**src/hw/rtl/fenw_pkg.sv**
```systemverilog
// Shared widths, defaults and controller/datapath command and status types for the Fenwick range block.
package fenw_pkg;

  localparam int unsigned DATA_W        = 32;
  localparam int unsigned IDX_W         = 10;
  localparam int unsigned TREE_SIZE_DEF = 1024;
  localparam int unsigned S_TDATA_W     = 56;  // lo, hi, add_value packed, padded to bytes
  localparam int unsigned M_TDATA_W     = 32;

  typedef enum logic [1:0] {
    MUL_NONE    = 2'd0,
    MUL_LO_TERM = 2'd1,
    MUL_HI_TERM = 2'd2,
    MUL_PREFIX  = 2'd3
  } fenw_mul_sel_e;

  // Commands from the controller to the datapath
  typedef struct packed {
    logic          clear;        // write zero at the sweep counter, advance it
    logic          latch;        // capture the input beat
    fenw_mul_sel_e mul_sel;      // operand pair for the shared multiplier
    logic          ld_lo_chain;  // start the update chain at lo
    logic          ld_hi_chain;  // start the update chain at hi + 1
    logic          upd_step;     // walk up one node, read-modify-write
    logic          ld_pre;       // start a prefix walk
    logic          qry_step;     // walk down one node, accumulate
    logic          fin;          // fold the prefix into the result
    logic          out_set;      // load the output register
    logic          phase_lo;     // prefix walk at lo - 1 (else at hi)
  } fenw_ctl_t;

  // Status from the datapath to the controller
  typedef struct packed {
    logic clear_done;
    logic up_done;
    logic dn_done;
    logic out_full;
  } fenw_sts_t;

endpackage

```
**src/hw/rtl/fenw_ctrl.sv**
```systemverilog
// Controller: sequences clearing, range updates and range sums over the datapath.
module fenw_ctrl (
  input  logic                clk_i,
  input  logic                rst_ni,
  input  logic                in_valid_i,
  input  logic                in_cmd_i,
  output logic                in_ready_o,
  input  fenw_pkg::fenw_sts_t sts_i,
  output fenw_pkg::fenw_ctl_t ctl_o
);
  import fenw_pkg::*;

  typedef enum logic [10:0] {
    ST_CLEAR     = 11'b000_0000_0001,
    ST_IDLE      = 11'b000_0000_0010,
    ST_A_MUL     = 11'b000_0000_0100,
    ST_A_LO      = 11'b000_0000_1000,
    ST_A_LO_WALK = 11'b000_0001_0000,
    ST_A_HI      = 11'b000_0010_0000,
    ST_A_HI_WALK = 11'b000_0100_0000,
    ST_S_LD      = 11'b000_1000_0000,
    ST_S_WALK    = 11'b001_0000_0000,
    ST_S_MUL     = 11'b010_0000_0000,
    ST_S_FIN     = 11'b100_0000_0000
  } fenw_state_e;

  fenw_state_e state_q, state_d;
  logic        phase_lo_q, phase_lo_d;

  always_comb begin
    state_d      = state_q;
    phase_lo_d   = phase_lo_q;
    in_ready_o   = 1'b0;
    ctl_o        = '0;
    ctl_o.mul_sel  = MUL_NONE;
    ctl_o.phase_lo = phase_lo_q;
    case (state_q)
      ST_CLEAR: begin
        ctl_o.clear = 1'b1;
        if (sts_i.clear_done) begin
          state_d = ST_IDLE;
        end
      end
      ST_IDLE: begin
        in_ready_o  = 1'b1;
        ctl_o.latch = in_valid_i;
        if (in_valid_i) begin
          phase_lo_d = 1'b0;
          state_d    = in_cmd_i ? ST_S_LD : ST_A_MUL;
        end
      end
      ST_A_MUL: begin
        ctl_o.mul_sel = MUL_LO_TERM;
        state_d       = ST_A_LO;
      end
      ST_A_LO: begin
        ctl_o.ld_lo_chain = 1'b1;
        ctl_o.mul_sel     = MUL_HI_TERM;
        state_d           = ST_A_LO_WALK;
      end
      ST_A_LO_WALK: begin
        ctl_o.upd_step = 1'b1;
        if (sts_i.up_done) begin
          state_d = ST_A_HI;
        end
      end
      ST_A_HI: begin
        ctl_o.ld_hi_chain = 1'b1;
        state_d           = ST_A_HI_WALK;
      end
      ST_A_HI_WALK: begin
        ctl_o.upd_step = 1'b1;
        if (sts_i.up_done) begin
          state_d = ST_IDLE;
        end
      end
      ST_S_LD: begin
        ctl_o.ld_pre = 1'b1;
        state_d      = ST_S_WALK;
      end
      ST_S_WALK: begin
        ctl_o.qry_step = 1'b1;
        if (sts_i.dn_done) begin
          state_d = ST_S_MUL;
        end
      end
      ST_S_MUL: begin
        ctl_o.mul_sel = MUL_PREFIX;
        state_d       = ST_S_FIN;
      end
      ST_S_FIN: begin
        if (!phase_lo_q) begin
          ctl_o.fin  = 1'b1;
          phase_lo_d = 1'b1;
          state_d    = ST_S_LD;
        end else if (!sts_i.out_full) begin
          ctl_o.fin     = 1'b1;
          ctl_o.out_set = 1'b1;
          state_d       = ST_IDLE;
        end
      end
      default: begin
        state_d = ST_IDLE;
      end
    endcase
  end

  always_ff @(posedge clk_i or negedge rst_ni) begin
    if (!rst_ni) begin
      state_q    <= ST_CLEAR;
      phase_lo_q <= 1'b0;
    end else begin
      state_q    <= state_d;
      phase_lo_q <= phase_lo_d;
    end
  end

  // An accepted add beat goes straight to the multiply setup
  a_add_dispatch: assert property (@(posedge clk_i) disable iff (!rst_ni)
    (in_valid_i && in_ready_o && !in_cmd_i) |=> (state_q == ST_A_MUL))
    else $error("add beat not dispatched");

  // A sum beat always starts with the prefix walk at the high end
  a_sum_dispatch: assert property (@(posedge clk_i) disable iff (!rst_ni)
    (in_valid_i && in_ready_o && in_cmd_i) |=> (state_q == ST_S_LD && !phase_lo_q))
    else $error("sum beat not dispatched to the high prefix");

  // Hold the input off while the tree is being cleared
  a_clear_no_accept: assert property (@(posedge clk_i) disable iff (!rst_ni)
    (state_q == ST_CLEAR) |-> (!in_ready_o && ctl_o.clear))
    else $error("beat accepted during the clearing sweep");

endmodule

```
**config.mk**
```make
export PLATFORM = sky130hd
export DESIGN_NAME = fenw_ctrl
export DESIGN_NICKNAME = d
export VERILOG_FILES = /design/src/hw/rtl/fenw_pkg.sv /design/src/hw/rtl/fenw_ctrl.sv
export SDC_FILE = /design/constraint.sdc
export NUM_CORES = 1
export LEC_CHECK = 0
export ABC_CLOCK_PERIOD_IN_PS = 1800
export BUFFER_PORTS_ARGS = -buffer_cell sky130_fd_sc_hd__buf_2
export CORE_ASPECT_RATIO = 0.8
export CORE_UTILIZATION = 46
export DETAILED_ROUTE_END_ITERATION = 6
export PLACE_DENSITY = 0.73
export SLEW_MARGIN = 30
export SYNTH_ARGS = -nofsm -noshare
export SYNTH_HDL_FRONTEND = slang
export SYNTH_SLANG_ARGS = --single-unit
```
**constraint.sdc**
```tcl
create_clock -name clk_i -period 1.8 [get_ports clk_i]
set_clock_uncertainty 0.05 [all_clocks]
set_input_delay 0.09 -clock clk_i [delete_from_list [all_inputs] [get_ports clk_i]]
set_output_delay 0.09 -clock clk_i [all_outputs]
set_load 0.02 [all_outputs]
```
Word level (Yosys, flattened, before mapping)

Index checks and enable logic that the tools add are counted.

Equality and inequality tests: 17
Muxes and demuxes: 24
Reduce and logical (&&, ||, !) cells: 4

Operators by type and width:

| kind                                                   | number |
|---|---|
| case mux 11 bit (11 select lines)                      | 1 |
| two-way mux 11 bit                                     | 7 |
| equality test 11 x 1 -> 1 bit (second input constant)  | 1 |
| equality test 11 x 10 -> 1 bit (second input constant) | 1 |
| equality test 11 bit (second input constant)           | 1 |
| equality test 11 x 2 -> 1 bit (second input constant)  | 1 |
| equality test 11 x 3 -> 1 bit (second input constant)  | 1 |
| equality test 11 x 4 -> 1 bit (second input constant)  | 1 |
| equality test 11 x 5 -> 1 bit (second input constant)  | 1 |
| equality test 11 x 6 -> 1 bit (second input constant)  | 1 |
| equality test 11 x 7 -> 1 bit (second input constant)  | 1 |
| equality test 11 x 8 -> 1 bit (second input constant)  | 1 |
| equality test 11 x 9 -> 1 bit (second input constant)  | 1 |
| two-way mux 1 bit                                      | 11 |
| inequality test 2 bit (second input constant)          | 5 |
| two-way mux 8 bit                                      | 1 |
| case mux 2 bit (3 select lines)                        | 1 |
| AND reduction 6 bit                                    | 1 |
| two-way mux 2 bit                                      | 2 |
| inequality test 3 bit (second input constant)          | 1 |
| case mux 1 bit (2 select lines)                        | 1 |
| AND reduction 2 bit                                    | 1 |
| nonzero test 2 bit                                     | 1 |
| OR reduction 2 bit                                     | 1 |

Word-level logic and storage cells: 47
Register bits after elaboration: 12
Input bits: 8
Output and inout bits: 13

Depth between registers and ports, before layout

Gate-level depths: netlist (run 1).

Word-level depth: 3
Depth in mapped cells: 6

Worst setup path before layout (run 1)

OpenSTA, ideal clock, no wires.

Path type: reg-to-reg
From: register state_q[7]
To: register phase_lo_q
Buffers on the path: 1
Path slack: -0.314 ns
Stages on the path, launching flop included: 7
Required time: 1.623 ns
Clock period less this slack: 2.114 ns
Data arrival time: 1.937 ns
Cell sequence: dfrtp_1 > buf_2 > nor3_2 > nand2_1 > nor3_1 > and2_1 > o21ai_1

Cells in the longest elaborated chain, start to end: 3
Elaborated cells on any way between the ends: 6
Classes of those cells: 3 x eq/ne; 1 x mux; 2 x reduce/logical

RTL lines:

| element                                                                      | RTL line         | text |
|---|---|---|
| from (decl)                                                                  | fenw_ctrl.sv:27  | `fenw_state_e state_q, state_d;` |
| from (signal assigned)                                                       | fenw_ctrl.sv:113 | `state_q <= state_d;` |
| equality test 11 x 2 -> 1 bit or equality test 11 bit (tied branches)        | fenw_ctrl.sv:37  | `case (state_q)` |
| inequality test 2 bit (no source line) or nonzero test 2 bit (tied branches) | n/a              |  |
| AND reduction 2 bit (no source line)                                         | n/a              |  |
| to (signal assigned)                                                         | fenw_ctrl.sv:114 | `phase_lo_q <= phase_lo_d;` |
| to (decl)                                                                    | fenw_ctrl.sv:28  | `logic phase_lo_q, phase_lo_d;` |

Parallel ways exist; a longest one is shown, timed or not.
A chain may end at the register's enable or synchronous reset.

==> results of run 1 <==
==> state kept, by name (all words and copies together) (netlist names) <==
name and flops:
state_q 11, phase_lo_q 1
==> area by class of cell <==
type	count	area (µm²)	area share (%)
Multi-Input combinational cell	73	636	43.5
Sequential cell	12	307	21.0
Timing Repair Buffer	57	454	31.1
Tap cell	22	27.5	1.88
Inverter	3	11.3	0.771
Clock buffer	4	26.3	1.80
==> synthesized netlist by cell type <==
cell type | n | area (µm²)
xnor2_1 | 2 | 17.5
o22ai_1 | 1 | 6.26
nor3_1 | 11 | 55.1
nand4_1 | 2 | 12.5
a41oi_1 | 1 | 8.76
nor3b_1 | 4 | 30.0
and4b_1 | 1 | 10.0
nand2_2 | 1 | 6.26
xor2_1 | 1 | 8.76
o211ai_1 | 1 | 7.51
nand3_1 | 2 | 10.0
or3_4 | 1 | 11.3
nor4_2 | 1 | 12.5
a21o_1 | 1 | 7.51
nor3_4 | 2 | 32.5
o2bb2ai_4 | 1 | 27.5
nor2b_1 | 2 | 12.5
mux2_4 | 1 | 15.0
nand2_1 | 5 | 18.8
a311oi_1 | 1 | 8.76
or2_4 | 1 | 8.76
buf_6 | 2 | 22.5
dfrtp_1 | 11 | 275
o21ai_1 | 2 | 10.0
o31ai_1 | 1 | 7.51
inv_1 | 3 | 11.3
dfstp_2 | 1 | 26.3
and3_1 | 1 | 6.26
a2bb2oi_1 | 2 | 17.5
nand2b_1 | 4 | 25.0
or3_2 | 1 | 7.51
nor3_2 | 1 | 10.0
nor2_1 | 6 | 22.5
buf_2 | 1 | 5.00
nor4_1 | 1 | 6.26
or3_1 | 2 | 12.5
or4b_1 | 1 | 10.0
a21oi_1 | 4 | 20.0
and2_1 | 1 | 6.26
o21ai_0 | 3 | 15.0
buf_4 | 3 | 22.5
==> metal layers <==
metal / vias up / global-route usage [%] / part of all wire (%) / wire length [µm]
li1: 460 / - / - / -
met1: 481 / 33.9 / 40 / 1320
met2: 68 / 46.3 / 49 / 1620
met3: 25 / 6.67 / 6.9 / 226
met4: 0 / 10.4 / 3.7 / 123
met5: - / 0 / 0 / 0
==> worst register-to-register path, stage by stage (launching register included) <==
cell and delay, ps:
dfrtp_2 410, or3_4 410, nor3_4 190, buf_6 150, nand2_4 60, buf_4 130
o2bb2ai_4 130, mux2_4 310
==> per-stage QoR <==
step                utilization, %  instance area [µm²]
finish                        86.4                 1460
detailed placement            63.8                 1080
global placement              63.8                 1080
global route                  86.4                 1460
floorplan                        -                  882
CTS                           73.8                 1250
==> where the power goes <==
part	internal [mW]	switching (mW)
logic	1.03	0.915
clock network	0.0864	0.109
registers	0.324	0.0624
total	1.44	1.09
==> path summary, 6_finish.rpt <==
path / start / to / slack [ps] / cells past startpoint
hold reg to reg: state_q[0]$_DFFE_PN1P_ / state_q[0]$_DFFE_PN1P_ / 530 / 2
max in group asynchronous: rst_ni / state_q[0]$_DFFE_PN1P_ / 1250 / 2
hold / removal: sts_i[1] / state_q[8]$_DFFE_PN0P_ / 20 / 3
setup reg to reg: state_q[9]$_DFFE_PN0P_ / state_q[1]$_DFFE_PN0P_ / -150 / 7
min in group asynchronous: rst_ni / state_q[7]$_DFFE_PN0P_ / 160 / 2
setup / recovery: state_q[9]$_DFFE_PN0P_ / ctl_o[2] / -330 / 7
==> logic make-up after synthesis <==
logic type      Yosys count  share of synthesized area, %
buf+inv                   9                          7.07
xor+xnor                  3                          3.03
mux                       1                          1.73
flops                    12                          34.8
compound gates           18                          15.7
simple gates             51                          37.7
==> what timing repair did <==
item                                   in CTS  in global routing
endpoints found under the hold margin      14                  0
hold buffers                                3                  0
resized for setup                          17                 32
buffers inserted                            7                 12
pin swaps                                  10                 16
cloned                                      0                  0
setup endpoints to repair                  12                 19
==> results.ini, run 1 <==
[run_status]
violations = setup timing
outcome = finished with violations

[synthesis]
synth_area_per_cell_um2 = 9.22
synth_seq_cells = 12
syn_area_um2 = 867
synth_warnings = 0
syn_nets = 102
ys_seq_area_share_pct = 34.8
synth_cell_types = 41
syn_inst = 94

[global_routing]
grt.overflow.total = 0
grt_first_pass_wirelength_um = 3800
grt_max_degree = 13
grtUsageTotal_pct = 27.0
antenna_found_initial = 0
grt_pass1_vias = 794

[final_layout]
final_layout_size_suffix_gt1_share_pct = 60.4
final_common_cell = buf_4
fin_nets = 158
layout_common_cells = buf_4, buf_6, buf_2
syn_to_final_growth_pct = 68.5
fin_cells = 171
fillCellCount = 90
antennaDiodeCount = 0

[route]
drt-total-wl_um = 3290
viasPerCell = 6.05
drc = 0
num_vias = 1034
firstDrtPassIters = 4
drt-initial-drc-count = 47
ant_nets = 0
drt-wirelength-per-cell_um = 19.2

[sta]
rsz0062_at_grt = yes
setup_slack_ps = -332
worstMarginPinSlew_ps = 296
clock.fmax_mhz = 469
hold_ws_ps = 21.3
final-max-slew-violation-count = 0
min_period_ps = 2130
finalSetupViolations = 14
fin_crit_sh_pct = 118
finalSetupTns_ps = -2130
finalHoldViolCount = 0
slew_headroom_pct = 80.2

[power_and_ir_drop]
irDropWorstVdd_v = 0.00133
power_density_nw_per_um2 = 1730
power_mw = 2.53
leakage_nw = 0.653

[setup_path]
cp_cell_sequence = or3_4 -> nor3_4 -> buf_6 -> buf_6 -> nand4_1 -> a21oi_1 -> buf_4
worstPathRequired_ps = 1660
cp.arrival_ps = 1990
crit_slowest_cell = dfrtp_2
max_stage_delay_ps = 410
setup.worst_path.start_class = register
critPathMaxFanout = 2
path_buf_inv = 3
critPathTopFamily = simple AND/OR/NAND/NOR gates
crit_path_frequent_cell = buf_6
end_kind = primary output
crit_type = reg2out

[cts]
clockBufferDepth = 2
htree_levels = 1
cts_root_buf = clkbuf_4
clock-sinks = 12
cts_tree = built
clk_latency_ps = 290
cts-buffers-inserted = 3
cts.clk_slew.worst_paths_ps = 90

[floorplanning]
dieArea_um2 = 2060
coreArea_um2 = 1690
die_h_um = 40.8
num_rows = 13
initial_core_util_pct = 51.3
die_width_um = 50.5
ioPinCount = 21

[job]
cap_violations = 0

[placement]
place_congestion = 0.806
hpwl_um = 1550
io_buffer_count = 20
pre_cts_slack_ps = -14.4
dp_cells = 146

[worst_hold_path]
hp-class = in2reg

Note: power is estimated with default switching activity, not from simulation.
==> inputs of run 2 (changes only) <==
==> constraint.sdc (replaced) <==
create_clock -name clk_i -period 1.8 [get_ports clk_i]
set_clock_uncertainty 0.05 [all_clocks]
set_input_delay 0.18 -clock clk_i [delete_from_list [all_inputs] [get_ports clk_i]]
set_output_delay 0.18 -clock clk_i [all_outputs]
set_load 0.02 [all_outputs]
==> run 2 against run 1 <==
The flow still finishes with violations (setup timing). Setup slack better by 23 ps. Final area decreased by 8.2%. Critical path type unchanged. Die area did not move. Critical endpoint is now ctl_o[10]. Critical path depth is the same. Sequential power shrank 3%. Total power fell by 15%. Clock power increased by 13%. Routed wire length is 21% lower. Core utilization down 7.1 points. Global-route usage is 1.5 points higher.
==> results.ini, run 2 (synthesis gave the netlist of run 1 again) <==
[floorplanning]
die_h_um = 40.8  ; unchanged
dieArea_um2 = 2060  ; unchanged
num_rows = 13  ; unchanged
die_width_um = 50.5  ; unchanged
coreArea_um2 = 1690  ; unchanged
ioPinCount = 21  ; unchanged
initial_core_util_pct = 51.3  ; unchanged

[power_and_ir_drop]
leakage_nw = 0.609  ; was 0.653 nW
irDropWorstVdd_v = 0.00103  ; was 0.00133 V
clkPwrFrac_pct = 10.2  ; was 7.7%
power_density_nw_per_um2 = 1600  ; was 1730 nW/µm²
p_seq_share_pct = 17.5  ; was 15.3%
switching_power_uw = 924  ; was 1.09 mW
combPwrFrac_pct = 72.3  ; was 77.0%
swShare_pct = 43.1  ; was 43.0%
p_int_mw = 1.22  ; was 1.44 mW

[route]
drt-wirelength-per-cell_um = 15.9  ; was 19.2 µm
drt-total-wl_um = 2610  ; was 3290 µm
firstDrtPassIters = 4  ; unchanged
drc = 0  ; unchanged
num_vias = 941  ; was 1034
drt-initial-drc-count = 31  ; was 47
ant_nets = 0  ; unchanged
viasPerCell = 5.74  ; was 6.05

[sta]
min_period_ps = 2110  ; was 2130 ps
finalHoldViolCount = 0  ; unchanged
finalSetupViolations = 14  ; unchanged
worstMarginPinSlew_ps = 289  ; was 296 ps
rsz0062_at_grt = yes  ; unchanged
fin_crit_sh_pct = 117  ; was 118%
slew_headroom_pct = 80.6  ; was 80.2%
clock.fmax_mhz = 474  ; was 469 MHz
final-max-slew-violation-count = 0  ; unchanged
finalSetupTns_ps = -2610  ; was -2130 ps
setup_slack_ps = -308  ; was -332 ps

[final_layout]
ff_latch_area_um2 = 307  ; unchanged
utilization_pct = 79.3  ; was 86.4%
layout_common_cells = buf_4, buf_2, dfrtp_1  ; was buf_4, buf_6, buf_2
largestRegisters = state_q: 11 flops, phase_lo_q: 1 flops  ; unchanged
antennaDiodeCount = 0  ; unchanged
fin_cells = 164  ; was 171
final_layout_size_suffix_gt1_share_pct = 58.5  ; was 60.4%
largest_register_ffs = 11  ; unchanged
final_common_cell = buf_4  ; unchanged
fillCellCount = 117  ; was 90
max_flop_register = state_q  ; unchanged
fin_nets = 151  ; was 158
syn_to_final_growth_pct = 54.7  ; was 68.5%
multi_input_area_um2 = 599  ; was 636 µm²

[worst_hold_path]
hp-class = in2reg  ; unchanged

[run_status]
outcome = finished with violations  ; unchanged
violations = setup timing  ; unchanged

[setup_path]
setup.worst_path.start_class = register  ; unchanged
crit_type = reg2out  ; unchanged
cp.arrival_ps = 1880  ; was 1990 ps
end_kind = primary output  ; unchanged
r2r_slack_ps = -230  ; was -150 ps
worstPathRequired_ps = 1570  ; was 1660 ps
critPathMaxFanout = 5  ; was 2

[global_routing]
grt_max_degree = 13  ; unchanged
grt_pass1_vias = 794  ; unchanged
antenna_found_initial = 0  ; unchanged
grt_first_pass_wirelength_um = 3950  ; was 3800 µm
grtUsageTotal_pct = 28.5  ; was 27.0%
grt.overflow.total = 0  ; unchanged

[cts]
cts_root_buf = clkbuf_4  ; unchanged
clk_latency_ps = 280  ; was 290 ps
htree_levels = 1  ; unchanged
cts.clk_slew.worst_paths_ps = 80  ; was 90 ps
clock-sinks = 12  ; unchanged
cts_tree = built  ; unchanged
clockBufferDepth = 2  ; unchanged
cts-buffers-inserted = 3  ; unchanged

[job]
cap_violations = 0  ; unchanged

[placement]
io_buffer_count = 20  ; unchanged
hpwl_um = 1660  ; was 1550 µm
place_congestion = 0.885  ; was 0.806
dp_cells = 147  ; was 146

## run 2: changes by cell type in the layout (fill, tap and decap cells not counted), moves of 2 or more
cell,previous run,this run
nor3_2,2,5
buf_6,11,2
buf_2,9,11
nor3_4,7,5
## run 2: worst paths after layout
| check | to | startpoint | cells after the start |
|---|---|---|---|
| max | ctl_o[10] | state_q[3]$_DFFE_PN0P_ | 7 |
| min | state_q[2]$_DFFE_PN0P_ | in_cmd_i | 2 |
| min in group asynchronous | state_q[3]$_DFFE_PN0P_ | rst_ni | 2 |
| max reg2reg | state_q[1]$_DFFE_PN0P_ | state_q[3]$_DFFE_PN0P_ | 9 |
| min reg2reg | state_q[9]$_DFFE_PN0P_ | state_q[7]$_DFFE_PN0P_ | 2 |
| max in group asynchronous | state_q[0]$_DFFE_PN1P_ | rst_ni | 2 |
## run 2: what timing repair did
item	4_1_cts	5_1_grt
setup endpoints to repair	12	15
hold endpoints to repair	13	0
cloned	0	0
setup buffers	10	1
resized for setup	23	6
pin swaps	8	0
hold buffers	2	0
## run 2: routing by layer
layer	track usage (%)	vias up	wire length, µm
li1	-	442	-
met1	36.0	443	1150
met2	51.3	47	1250
met3	6.67	9	173
met4	6.25	0	33
met5	0	-	0
## run 2: cell type report
| type | count | share of cell area, % |
|---|---|---|
| timing repair buffer | 50 | 26.9 |
| inverter | 3 | 0.840 |
| sequential | 12 | 22.9 |
| clock buffer | 4 | 2.71 |
| tap | 22 | 2.05 |
| multi-input combinational | 73 | 44.7 |
## run 2: per-stage QoR
step           power (mW)  cell area, µm²  worst slack, ps  hold slack [ps]
6_report             2.14            1340             -308             17.9
5_1_grt              2.28            1340             -381             9.38
4_1_cts              2.04            1310             -268             10.3
3_5_place_dp         1.56            1100            -43.0             24.8
3_3_place_gp         1.53            1100            -73.9             23.1
2_1_floorplan        1.16             900            -81.5             -166
## run 2: power groups by stage
stage | clock network, mW | registers, mW | logic, mW
finish | 0.220 | 0.374 | 1.55
global route | 0.241 | 0.379 | 1.66
CTS | 0.227 | 0.370 | 1.44
detailed placement | 0 | 0.384 | 1.18
global placement | 0 | 0.382 | 1.15
floorplan | 0 | 0.374 | 0.783
## run 2: worst max-delay path, stage by stage, from the launching register on
cell and delay [ps]:
dfrtp_1 400, buf_4 140, buf_4 150, nor3_4 210, nand2_2 90, nor3_2 270, and2_4 210, buf_4 130
